**config.mk**
```make
export PLATFORM = sky130hd
export DESIGN_NAME = ffpa_alu
export DESIGN_NICKNAME = d
export VERILOG_FILES = /design/src/rtl/ffpa_pkg.sv /design/src/rtl/ffpa_alu.sv
export SDC_FILE = /design/constraint.sdc
export NUM_CORES = 1
export LEC_CHECK = 0
export ABC_AREA = 1
export BUFFER_PORTS_ARGS = -buffer_cell sky130_fd_sc_hd__buf_2
export CORE_UTILIZATION = 27
export DETAILED_ROUTE_END_ITERATION = 10
export GPL_ROUTABILITY_DRIVEN = 0
export PLACE_DENSITY_LB_ADDON = 0.3
export SYNTH_ARGS = -nofsm -noshare
export SYNTH_HDL_FRONTEND = slang
export SYNTH_SLANG_ARGS = --single-unit
export TNS_END_PERCENT = 10
```
**constraint.sdc**
```tcl
create_clock -name vclk -period 6.4
set_clock_uncertainty 0.05 [all_clocks]
set_input_delay 1.28 -clock vclk [all_inputs]
set_output_delay 1.28 -clock vclk [all_outputs]
set_load 0.03 [all_outputs]
```
**src/rtl/ffpa_pkg.sv**
```systemverilog
package ffpa_pkg;

    localparam int unsigned PAGE_BYTES = 4096;
    localparam int unsigned NUM_PAGES  = 1024;
    localparam int unsigned PAGE_SHIFT = $clog2(PAGE_BYTES);
    localparam int unsigned IDX_W      = $clog2(NUM_PAGES);
    localparam int unsigned PG_W       = $clog2(NUM_PAGES + 1);
    localparam int unsigned CNT_W      = 11;
    localparam int unsigned RUN_MAX    = 2047;
    localparam int unsigned ADDR_W     = 32;
    localparam int unsigned WIDE_W     = ADDR_W + 1;
    localparam int unsigned CFG_IDX_W  = 2;

    localparam logic [2:0] ST_OK      = 3'd0;
    localparam logic [2:0] ST_NOSPACE = 3'd1;
    localparam logic [2:0] ST_ZERO    = 3'd2;
    localparam logic [2:0] ST_SMALL   = 3'd3;
    localparam logic [2:0] ST_INVALID = 3'd4;
    localparam logic [2:0] ST_BLOCK   = 3'd5;

    localparam logic CMD_ALLOC = 1'b0;
    localparam logic CMD_FREE  = 1'b1;

    localparam logic [CFG_IDX_W-1:0] CFG_HEAP_START  = 2'd0;
    localparam logic [CFG_IDX_W-1:0] CFG_HEAP_LIMIT  = 2'd1;
    localparam logic [CFG_IDX_W-1:0] CFG_HEAP_END    = 2'd2;
    localparam logic [CFG_IDX_W-1:0] CFG_SMALL_LIMIT = 2'd3;

    localparam logic [ADDR_W-1:0] HEAP_START_RST  = 32'h8000_0000;
    localparam logic [ADDR_W-1:0] HEAP_LIMIT_RST  = 32'h8200_0000;
    localparam logic [ADDR_W-1:0] HEAP_END_RST    = 32'hA000_0000;
    localparam logic [15:0]       SMALL_LIMIT_RST = 16'd2048;

    typedef struct packed {
        logic              cmd;
        logic [ADDR_W-1:0] request_bytes;
        logic [ADDR_W-1:0] release_address;
    } req_item_t;

    typedef struct packed {
        logic [2:0]        status;
        logic [ADDR_W-1:0] address;
        logic [CNT_W-1:0]  pages_changed;
    } rsp_item_t;

    typedef struct packed {
        logic [ADDR_W-1:0] heap_start;
        logic [ADDR_W-1:0] heap_limit;
        logic [ADDR_W-1:0] heap_end;
        logic [15:0]       small_limit;
    } cfg_regs_t;

    typedef struct packed {
        logic [IDX_W-1:0] rd_addr;
        logic             wr_en;
        logic [IDX_W-1:0] wr_addr;
        logic             wr_data;
    } bm_req_t;

    typedef enum logic {
        ALU_ADD,
        ALU_SUB
    } alu_op_t;

endpackage

```
**src/rtl/ffpa_alu.sv**
```systemverilog
module ffpa_alu (
    input  ffpa_pkg::alu_op_t           op,
    input  logic [ffpa_pkg::WIDE_W-1:0] a,
    input  logic [ffpa_pkg::WIDE_W-1:0] b,
    output logic [ffpa_pkg::WIDE_W-1:0] y,
    output logic                        borrow
);
    import ffpa_pkg::*;

    logic [WIDE_W:0] sum;

    always_comb
    begin
        unique case (op)
            ALU_ADD: sum = {1'b0, a} + {1'b0, b};
            ALU_SUB: sum = {1'b0, a} - {1'b0, b};
        endcase
    end

    assign y      = sum[WIDE_W-1:0];
    assign borrow = (op == ALU_SUB) && sum[WIDE_W];

endmodule

```
# [After elaboration in Yosys (flattened, before gate mapping)]
# Index checks and enable logic that the tools add are counted.
[op_classes] bitwise=1 muxes=1 reduce_logical=1 add_sub_neg=2
[ops] cell="$pmux W34 S2" n=1
[ops] cell="$add A33 B33 Y34" n=1
[ops] cell="$sub A33 B33 Y34" n=1
[ops] cell="$logic_and A1 B1 Y1" n=1
[ops] cell="$not A1 Y1" n=1
[word_totals] wordCells=5 inputBits=67 register_bits=0 out_inout_bits=34

# [Logic depth before layout (Yosys ltp)]
[depth] word_depth=3 depth_mapped=20 mapped_depth_nobuf=20

# [Worst setup path after synthesis]
# Ideal clock, no wire load.
[synth_path] kind="input to output" startpoint="input port b[1] (netlist name)" endpoint="output port y[15] (netlist name)" slack_ns=1.487 path_stages=16 arrival_ns=3.583 cell_sequence="inv_1 ha_1 nand3_2 nor2_4 nand2_1 xor2_1 nand2_1 o21ai_0 ha_1 nand2_1 inv_1 nand2_1 nand2_1 a21oi_1 nand2_4 xor2_1"
[synth_via] elab_chain_cells=2 elab_cells_between_ends=3 classes_between="2 x add/sub; 1 x mux"
[synth_lines] item="start, declared" line="ffpa_alu.sv:4" rtl="input logic [ffpa_pkg::WIDE_W-1:0] b,"
[synth_lines] item="$sub A33 B33 Y34 or $add A33 B33 Y34 (tied branches)" line="ffpa_alu.sv:16, ffpa_alu.sv:15"
[synth_lines] item="$pmux W34 S2 *" line="ffpa_alu.sv:14" rtl="unique case (op)"
[synth_lines] item="end, declared" line="ffpa_alu.sv:5" rtl="output logic [ffpa_pkg::WIDE_W-1:0] y,"
# Every way passes the cells marked *; elsewhere a longest branch is shown, timed or not.

# [Worst setup path in the final report]
[layout_path] startpoint="input port op" endpoint="output port y[27] (netlist name)"
[layout_via] elab_chain_cells=2
[layout_lines] item="start, declared" line="ffpa_alu.sv:2" rtl="input ffpa_pkg::alu_op_t op,"
[layout_lines] item="$not A1 Y1" line="ffpa_alu.sv:14"
[layout_lines] item="$pmux W34 S2 *" line="ffpa_alu.sv:14"
# Marked as above.

==> flow_metrics.py <==
metrics = {
    "run_status": {
        "status": "completed",
    },
    "synthesis": {
        "ys_seq_area_share_pct": 0,
        "yosysWarnings": 0,
        "synth.distinct_cells": 27,
        "synth_area_um2": 3730,
        "synth_nets": 894,
        "synth_area_per_cell_um2": 4.71,
        "syn_inst": 792,
    },
    "final_layout": {
        "seqCellArea_um2": 0,
        "antenna_cells": 0,
        "nClkBuffers": 0,
        "final_area_um2": 4440,
        "seq_cells": 0,
        "drive_above_1_share_pct": 14.8,
        "area_growth_pct": 19.2,
        "nets": 994,
        "nFillCells": 1661,
    },
    "placed_design": {
        "hpwl_um": 11400,
        "placed_area_um2": 4440,
        "portBuffers": 101,
    },
    "pwr": {
        "ir_drop_uv": 65.0,
        "power.density_nw_per_um2": 133,
        "leakagePower_nw": 2.93,
        "p_total_mw": 0.592,
    },
    "floorplanning": {
        "rows": 42,
        "die_x_um": 119,
        "io_pins": 101,
        "die_h_um": 119,
        "core-area_um2": 13300,
        "fp.dieArea_um2": 14300,
        "start_util_pct": 27.9,
    },
    "clock_network": {
        "cts_hold_buf": 0,
        "post_cts_buffers": 0,
        "cts-resized-gates": 0,
    },
    "worst_setup_path": {
        "crit_type": "in -> out",
        "crit_fanout": 16,
        "cp.required_ns": 5.07,
        "worstPathArrival_ns": 4.09,
        "cp-start-kind": "input pin",
        "endpoint_kind": "output port",
    },
    "global_route": {
        "grt_usage_pct": 17.5,
        "grt_pass1_wl_um": 20100,
        "overflow": 0,
        "grt_pass1_vias": 4316,
        "grt_antenna_before_repair": 0,
        "grt_max_degree": 17,
    },
    "sta": {
        "period_share_pct": 84.7,
        "final.setup.tns_ns": 0,
        "rsz0062_at_grt": "no",
        "max_freq_mhz": 184,
        "tightest_slew_ns": 0.514,
        "report.final.slew_viol_count": 0,
        "hold_violations": 0,
        "max_slew_margin_pct": 65.7,
        "fin_crit_ns": 5.42,
        "setup_viol": 0,
    },
    "route": {
        "via_count": 4553,
        "wl_per_cell_um": 11.6,
        "drt-total-wl_um": 12400,
        "firstDrtPassIters": 4,
        "drc": 0,
        "drt_iter0_markers": 174,
        "vias_per_cell": 4.27,
        "ant_nets": 0,
    },
    "hold_path": {
        "hp-start": "b[0]",
        "worstHoldPathCells": 4,
        "hold_path.class": "in -> out",
        "min_to": "y[0]",
    },
    "run": {
        "maxCapViolations": 0,
    },
}
## Yosys cell counts, drive strengths merged
master / number / area [µm²]
xor2: 29 / 254
a211oi: 1 / 7.51
buf: 2 / 10.0
nand3: 45 / 235
xnor2: 8 / 70.1
nand3b: 1 / 20.0
o21ai: 16 / 80.1
a21o: 1 / 7.51
ha: 34 / 425
nand2: 348 / 1370
o21bai: 1 / 7.51
or2: 2 / 12.5
nor2: 90 / 360
inv: 179 / 672
nand4: 5 / 31.3
nor3: 4 / 20.0
clkbuf: 2 / 7.51
a21oi: 21 / 105
fa: 1 / 20.0
and2: 2 / 12.5
## cells by family (layout without fill, tap and decap cells)
kind of cell	Yosys count	after routing	synth area share [%]
adders and majority gates	35	35	12.0
AOI/OAI and AO/OA	40	40	5.57
and+or+nand+nor	497	497	55.3
xor gates and xnor gates	37	37	8.69
buffers and inverters	183	281	18.5
## layout make-up
type                            instances  area, µm²  area share (%)
Multi-Input combinational cell        609       3040            68.4
Tap cell                              176        220            4.96
Timing Repair Buffer                  102        513            11.5
Inverter                              179        672            15.1
## worst max path at each step
stage	start	end	cells past startpoint
6_report	op	y[27]	18
5_1_grt	op	y[26]	18
4_1_cts	op	y[30]	18
3_3_place_gp	op	y[30]	18
3_5_place_dp	op	y[30]	18
2_1_floorplan	b[1]	y[15]	16
## power breakdown
part | switching, mW | total (mW) | internal (mW)
combinational | 0.408 | 0.592 | 0.185
sequential | 0 | 0 | 0
clock | 0 | 0 | 0
## metrics by stage
step | setup slack (ns) | instances | hold slack, ns | util, %
global route | 0.712 | 1066 | 2.92 | 33.3
detailed placement | 0.992 | 1066 | 2.90 | 33.3
finish | 0.979 | 1066 | 2.90 | 33.3
floorplan | 1.49 | 792 | 2.72 | -
CTS | 0.984 | 1066 | 2.90 | 33.3
global placement | 1.01 | 1066 | 2.90 | 33.3
## worst max-delay path, cell delays in order
cell,delay [ns]
buf_2,0.19
inv_1,0.42
buf_4,0.32
nand2_1,0.09
xnor2_1,0.19
inv_1,0.08
ha_1,0.38
nand2_2,0.12
nor2_1,0.12
nand3_1,0.10
nand2_2,0.15
nand2_2,0.06
nand2_2,0.09
nand2_1,0.08
nand2_1,0.06
nand2_1,0.05
nand2_1,0.10
buf_2,0.21
## layout by cell type (no fill, tap or decap), drive strengths merged, types with 4 or more instances in the layout
cell type | netlist | layout
a21oi | 21 | 21
buf | 2 | 102
ha | 34 | 34
inv | 179 | 179
nand2 | 348 | 348
nand3 | 45 | 45
nand4 | 5 | 5
nor2 | 90 | 90
nor3 | 4 | 4
o21ai | 16 | 16
xnor2 | 8 | 8
xor2 | 29 | 29
## metal layers
| metal | global-route usage [%] | share of wire [%] | up-vias |
|---|---|---|---|
| met5 | 0 | 0 | - |
| met4 | 2.50 | 1.7 | 0 |
| met3 | 0.618 | 3.8 | 12 |
| met2 | 31.0 | 46 | 84 |
| met1 | 23.9 | 49 | 1911 |
| li1 | - | - | 2546 |
No activity file was read; power rests on OpenSTA's default activity.
