--- src/rtl/ffpa_pkg.sv ---
package ffpa_pkg;

    localparam int unsigned PAGE_BYTES = 4096;
    localparam int unsigned NUM_PAGES  = 1024;
    localparam int unsigned PAGE_SHIFT = $clog2(PAGE_BYTES);
    localparam int unsigned IDX_W      = $clog2(NUM_PAGES);
    localparam int unsigned PG_W       = $clog2(NUM_PAGES + 1);
    localparam int unsigned CNT_W      = 11;
    localparam int unsigned RUN_MAX    = 2047;
    localparam int unsigned ADDR_W     = 32;
    localparam int unsigned WIDE_W     = ADDR_W + 1;
    localparam int unsigned CFG_IDX_W  = 2;

    localparam logic [2:0] ST_OK      = 3'd0;
    localparam logic [2:0] ST_NOSPACE = 3'd1;
    localparam logic [2:0] ST_ZERO    = 3'd2;
    localparam logic [2:0] ST_SMALL   = 3'd3;
    localparam logic [2:0] ST_INVALID = 3'd4;
    localparam logic [2:0] ST_BLOCK   = 3'd5;

    localparam logic CMD_ALLOC = 1'b0;
    localparam logic CMD_FREE  = 1'b1;

    localparam logic [CFG_IDX_W-1:0] CFG_HEAP_START  = 2'd0;
    localparam logic [CFG_IDX_W-1:0] CFG_HEAP_LIMIT  = 2'd1;
    localparam logic [CFG_IDX_W-1:0] CFG_HEAP_END    = 2'd2;
    localparam logic [CFG_IDX_W-1:0] CFG_SMALL_LIMIT = 2'd3;

    localparam logic [ADDR_W-1:0] HEAP_START_RST  = 32'h8000_0000;
    localparam logic [ADDR_W-1:0] HEAP_LIMIT_RST  = 32'h8200_0000;
    localparam logic [ADDR_W-1:0] HEAP_END_RST    = 32'hA000_0000;
    localparam logic [15:0]       SMALL_LIMIT_RST = 16'd2048;

    typedef struct packed {
        logic              cmd;
        logic [ADDR_W-1:0] request_bytes;
        logic [ADDR_W-1:0] release_address;
    } req_item_t;

    typedef struct packed {
        logic [2:0]        status;
        logic [ADDR_W-1:0] address;
        logic [CNT_W-1:0]  pages_changed;
    } rsp_item_t;

    typedef struct packed {
        logic [ADDR_W-1:0] heap_start;
        logic [ADDR_W-1:0] heap_limit;
        logic [ADDR_W-1:0] heap_end;
        logic [15:0]       small_limit;
    } cfg_regs_t;

    typedef struct packed {
        logic [IDX_W-1:0] rd_addr;
        logic             wr_en;
        logic [IDX_W-1:0] wr_addr;
        logic             wr_data;
    } bm_req_t;

    typedef enum logic {
        ALU_ADD,
        ALU_SUB
    } alu_op_t;

endpackage

--- src/rtl/ffpa_bitmap.sv ---
module ffpa_bitmap (
    input  logic              clk,
    input  logic              rst_n,
    input  ffpa_pkg::bm_req_t req,
    output logic              rd_data,
    output logic              busy
);
    import ffpa_pkg::*;

    logic             mem [NUM_PAGES];
    logic [IDX_W-1:0] clr_ptr_reg;
    logic             busy_reg;
    logic             rd_data_reg;

    // sweep clears one page per cycle after reset
    always_ff @(posedge clk or negedge rst_n)
    begin
        if (!rst_n)
        begin
            clr_ptr_reg <= '0;
            busy_reg    <= 1'b1;
        end
        else if (busy_reg)
        begin
            if (clr_ptr_reg == IDX_W'(NUM_PAGES - 1))
                busy_reg <= 1'b0;
            clr_ptr_reg <= clr_ptr_reg + IDX_W'(1);
        end
    end

    always_ff @(posedge clk)
    begin
        if (busy_reg)
            mem[clr_ptr_reg] <= 1'b0;
        else if (req.wr_en)
            mem[req.wr_addr] <= req.wr_data;
        rd_data_reg <= mem[req.rd_addr];
    end

    assign rd_data = rd_data_reg;
    assign busy    = busy_reg;

endmodule

--- config.mk ---
export PLATFORM = sky130hd
export DESIGN_NAME = ffpa_bitmap
export DESIGN_NICKNAME = d
export VERILOG_FILES = /design/src/rtl/ffpa_pkg.sv /design/src/rtl/ffpa_bitmap.sv
export SDC_FILE = /design/constraint.sdc
export NUM_CORES = 1
export LEC_CHECK = 0
export ABC_AREA = 1
export BUFFER_PORTS_ARGS = -buffer_cell sky130_fd_sc_hd__buf_2
export CORE_ASPECT_RATIO = 1.2
export CORE_UTILIZATION = 35
export CTS_CLUSTER_SIZE = 10
export DETAILED_ROUTE_END_ITERATION = 10
export SYNTH_ARGS = -nofsm -noshare
export SYNTH_HDL_FRONTEND = slang
export SYNTH_SLANG_ARGS = --single-unit
export TNS_END_PERCENT = 5
--- constraint.sdc ---
create_clock -name clk -period 29.9 [get_ports clk]
set_clock_uncertainty 0.15 [all_clocks]
set_input_delay 1.495 -clock clk [delete_from_list [all_inputs] [get_ports clk]]
set_output_delay 1.495 -clock clk [all_outputs]
set_load 0.05 [all_outputs]
* Word level (Yosys, flattened, before mapping)
Memories as Yosys holds them, arrays and structs flattened. A register that Yosys moved wholly into a read port is not among the register bits. Index checks and enable logic that the tools add are counted.
Word-level totals: register bits after elaboration 11, memory bits (writable) 1024, output and inout bits 2, memories kept 1
Operators by class: add/subtract/negate cells 1, equality and inequality tests 1, muxes and demuxes 10, reductions and logical operators 1
Memory list:
- mem | depth 1024, width 1, read ports 1, clocked after memory_dff 1, write ports 1, line ffpa_bitmap.sv:10 | logic mem [NUM_PAGES];
Operators with widths (number):
- $add 10x1->10 const B | 1
- $eq 10x10->1 const B | 1
- $mux 10 | 1
- $mux 1 | 9
- $reduce_or 1->1 | 1

* Longest topological paths before layout
depth after elaboration 5, depth in mapped cells 16, gate-level depth less buffers 13

* Least setup slack after synthesis
Ideal clock, no wire load.
kind input to register, start point input req[11] in the netlist's numbering, end point memory mem[0] (data pin), library setup time 4.943 ns, arrival time 25.207 ns, setup slack -0.400 ns, stages 3, buffers on the path 1, cells stage by stage nand2_4 buf_4 nor2_1
On the way: word-level cells in the longest chain between the ends 5
Ends and longest elaborated chain:
- start: declaration | line ffpa_bitmap.sv:4 | input ffpa_pkg::bm_req_t req,
- $mux 1 | line ffpa_bitmap.sv:35 | else if (req.wr_en)
- $mux 1 | line ffpa_bitmap.sv:33 | if (busy_reg)
- $mux 1 (implied by the code) | line ffpa_bitmap.sv:36 | mem[req.wr_addr] <= req.wr_data;
- $reduce_or 1->1 (no line)
- $mux 1 (no line)
- end: declaration | line ffpa_bitmap.sv:10
Every way passes these cells.

* Worst setup path after layout
start point input req[11] in the netlist's numbering, end point memory mem[425] (data pin)
Same word-level chain as after synthesis.

==> summary.md <==
| Metric | Value |
|---|---|
| Req. time, crit path | `30160 ps` |
| Clock buffer depth | `3` |
| Chip width | `approximately 340 microns` |
| Final setup viols | `0` |
| Worst hold path type | `flop to flop` |
| DR vias/cell | `5.41` |
| Seq cells post-synth | `between 1k and 1.5k` |
| Status | `finished, final reports clean` |
| PostCTS Resize Cnt | `0` |
| Syn Area/Cell | `roughly 9.8 sq um` |
| Vias post-DR | `between 30k and 40k` |
| Number of global-route vias before repair | `around 33k` |
| Hold Fails Final Rpt | `0` |
| CTS Hold Bufs | `0` |
| Max FFs per register | `between 1k and 1.5k` |
| Routed Wire Length | `139000 microns` |
| Ordered cell list for the critical path | `buf_2 > nand2_4 > nor2_4 > buf_12 > buf_4 > buf_4 > buf_4` |
| Ys Warns | `0` |
| Synth Net Count | `4792` |
| Largest net degree at the start of global routing | `about 290` |
| Max incr delay on CP | `a little under 1000 ps` |
| Commonest non-fill, non-tap cell in the layout | `nand2_1` |
| Total die area | `135000 sq um` |
| Clock slew at reported path FFs | `50 ps` |
| Maxcap violations | `0` |
| Final period util | `0.174` |
| Boundary Pins | `26` |
| Commonest cells after routing, fill and taps aside | `nand2_1, nor2_1, edfxtp_1` |
| Final Slew Violations | `0` |
| Initial DRC Count | `about 3.8k` |
| RSZ-0062 raised after global routing | `false` |
| Worst setup EP type | `flop` |
| FILL cells | `~13k` |
| Pwr Density | `~60 nW/um^2` |
| Mapped cell area | `around 47000 sq um` |
| Aggregate negative setup slack | `0 ps` |
| Buffers on Ports | `25` |
| Lkg Pwr | `17.3 nW` |
| Initial core utilization | `0.353` |
| CP max FO | `around 290` |
| Hpwl dp | `~67000 microns` |
| Most Frequent Cell on Critical Path | `buf_4` |
| Slew @ Worst Pin | `1270 ps` |
| CP arrival | `between 5000 and 6000 ps` |
| Register area share after synthesis | `0.665` |
| CP max stage cell | `buf_4` |
| CTS sink count | `slightly above 1k` |
| Yosys cell types | `30` |
| Antenna Nets Post-Route | `0` |
| Share of layout cells above drive strength 1 | `0.0664` |
| CP Launch Type | `primary input` |
| CTS tree | `done` |
| WHS | `~280 ps` |
| Root Driver | `clkbuf_16` |
| Die H | `402 microns` |
| Drt pass-1 iters | `7` |
| Drt drc | `0` |
| Clock buffers created by TritonCTS | `115` |
| Rel. slew slack | `0.153` |
| Global-route wire length before repair | `about 200000 microns` |
| Tmin final | `~5200 ps` |
| Synthesis-to-finish area growth | `9.76%` |
| Core box area | `roughly 130000 sq um` |
| Final #Nets | `roughly 4.6k` |
| Num rows | `approximately 150` |
| Critical path class | `primary input to flop` |
| Wire per inst | `between 20 and 25 microns` |
| Worst IR Drop VDD | `roughly 46 uV` |
| Initial antenna violation count | `3` |
| Final GP Congestion | `roughly 0.8` |
| Total global-route track usage | `0.203` |
| Post-CTS Setup Inserts | `0` |
| Congestion Overflow GR | `0` |
| Fmax | `192 MHz` |
| Post-Syn Instances | `about 4.8k` |
| Worst-skew pair later-pin latency | `720 ps` |
| Htree depth | `3` |
==> cells in the mapped netlist <==
library cell,number,share of area
clkbuf_1,280,0.023
buf_4,2,0.00032
nand2_1,1108,0.089
nand2_4,1,0.00024
a21oi_1,1,0.00011
dfstp_2,1,0.00056
ha_1,1,0.00027
edfxtp_1,1024,0.66
o21ai_2,8,0.0015
o21ai_1,2,0.00021
nand3_1,1032,0.11
or2_2,3,0.00040
nor2_4,3,0.00072
nor2_1,1044,0.084
o21ai_0,1,0.00011
dfxtp_1,1,0.00043
buf_2,47,0.0050
nor4_1,2,0.00027
a31oi_1,1,0.00013
nor3_1,5,0.00054
dfrtp_1,10,0.0054
inv_2,18,0.0014
nor2_2,13,0.0017
xor2_1,8,0.0015
buf_8,1,0.00032
nand3_2,1,0.00021
buf_1,83,0.0067
nor3_2,10,0.0021
inv_1,51,0.0041
buf_6,5,0.0012
==> critical path: cells and delay by family <==
kind / cells / cell delay (ps)
buf+inv: 5 / 3330
simple gates: 2 / 310
==> area by class of cell <==
type                            count  area, sq um  area share
Sequential cell                  1036        31000       0.606
Clock buffer                      147         3030      0.0591
Inverter                           69          280     0.00547
Antenna cell                        1         2.50   0.0000488
Timing Repair Buffer               84          634      0.0124
Clock inverter                     10          186     0.00364
Tap cell                         1776         2220      0.0433
Multi-Input combinational cell   3244        13900       0.270
==> report_power, final <==
group	total (mW)	switching (mW)	internal, mW
clock network	1.27	0.554	0.717
logic	0.184	0.147	0.0374
registers	1.60	0.000484	1.60
==> path summary, 6_finish.rpt <==
check / start / endpoint / slack [ps] / cells past startpoint
worst max-delay path: req[11] / mem[425] / 24700 / 7
worst min-delay path: clr_ptr_reg[8] / busy / 280 / 1
worst max register to register: busy / mem[425] / 25080 / 7
worst min register to register: clr_ptr_reg[8] / busy / 280 / 1
max in group asynchronous: rst_n / busy / 28850 / 1
min in group asynchronous: rst_n / clr_ptr_reg[2] / 490 / 1
==> routing by layer <==
| metal | wire, microns | vias to the layer above | global-route usage |
|---|---|---|---|
| met1 | 55400 | 17100 | 0.263 |
| met5 | 13 | - | 0 |
| met2 | 67300 | 1491 | 0.341 |
| met4 | 5000 | 2 | 0.0833 |
| met3 | 11600 | 262 | 0.0275 |
| li1 | - | 15600 | - |
==> stage by stage <==
step	instances	power, mW	instance area, sq um	setup WS, ps	utilization
finish	6367	3.05	51300	24700	0.388
global route	6367	3.13	51300	24490	0.388
CTS	6366	3.07	51300	24890	0.388
detailed placement	6209	1.81	48000	24100	0.363
global placement	6209	1.81	48000	24160	0.363
floorplan	4767	1.76	46700	10680	-
==> cell families (layout without fill, tap and decap cells) <==
| kind of cell | after synthesis | in the layout | synth area share |
|---|---|---|---|
| AOI/OAI and AO/OA | 13 | 13 | 0.00206 |
| xor gates and xnor gates | 8 | 8 | 0.00150 |
| adders and majority gates | 1 | 1 | 0.000268 |
| buffers and inverters | 487 | 310 | 0.0416 |
| DFF | 1036 | 1036 | 0.665 |
| other | 0 | 1 | 0 |
| and+or+nand+nor | 3222 | 3222 | 0.290 |
Power figures use the tool's default switching activity.
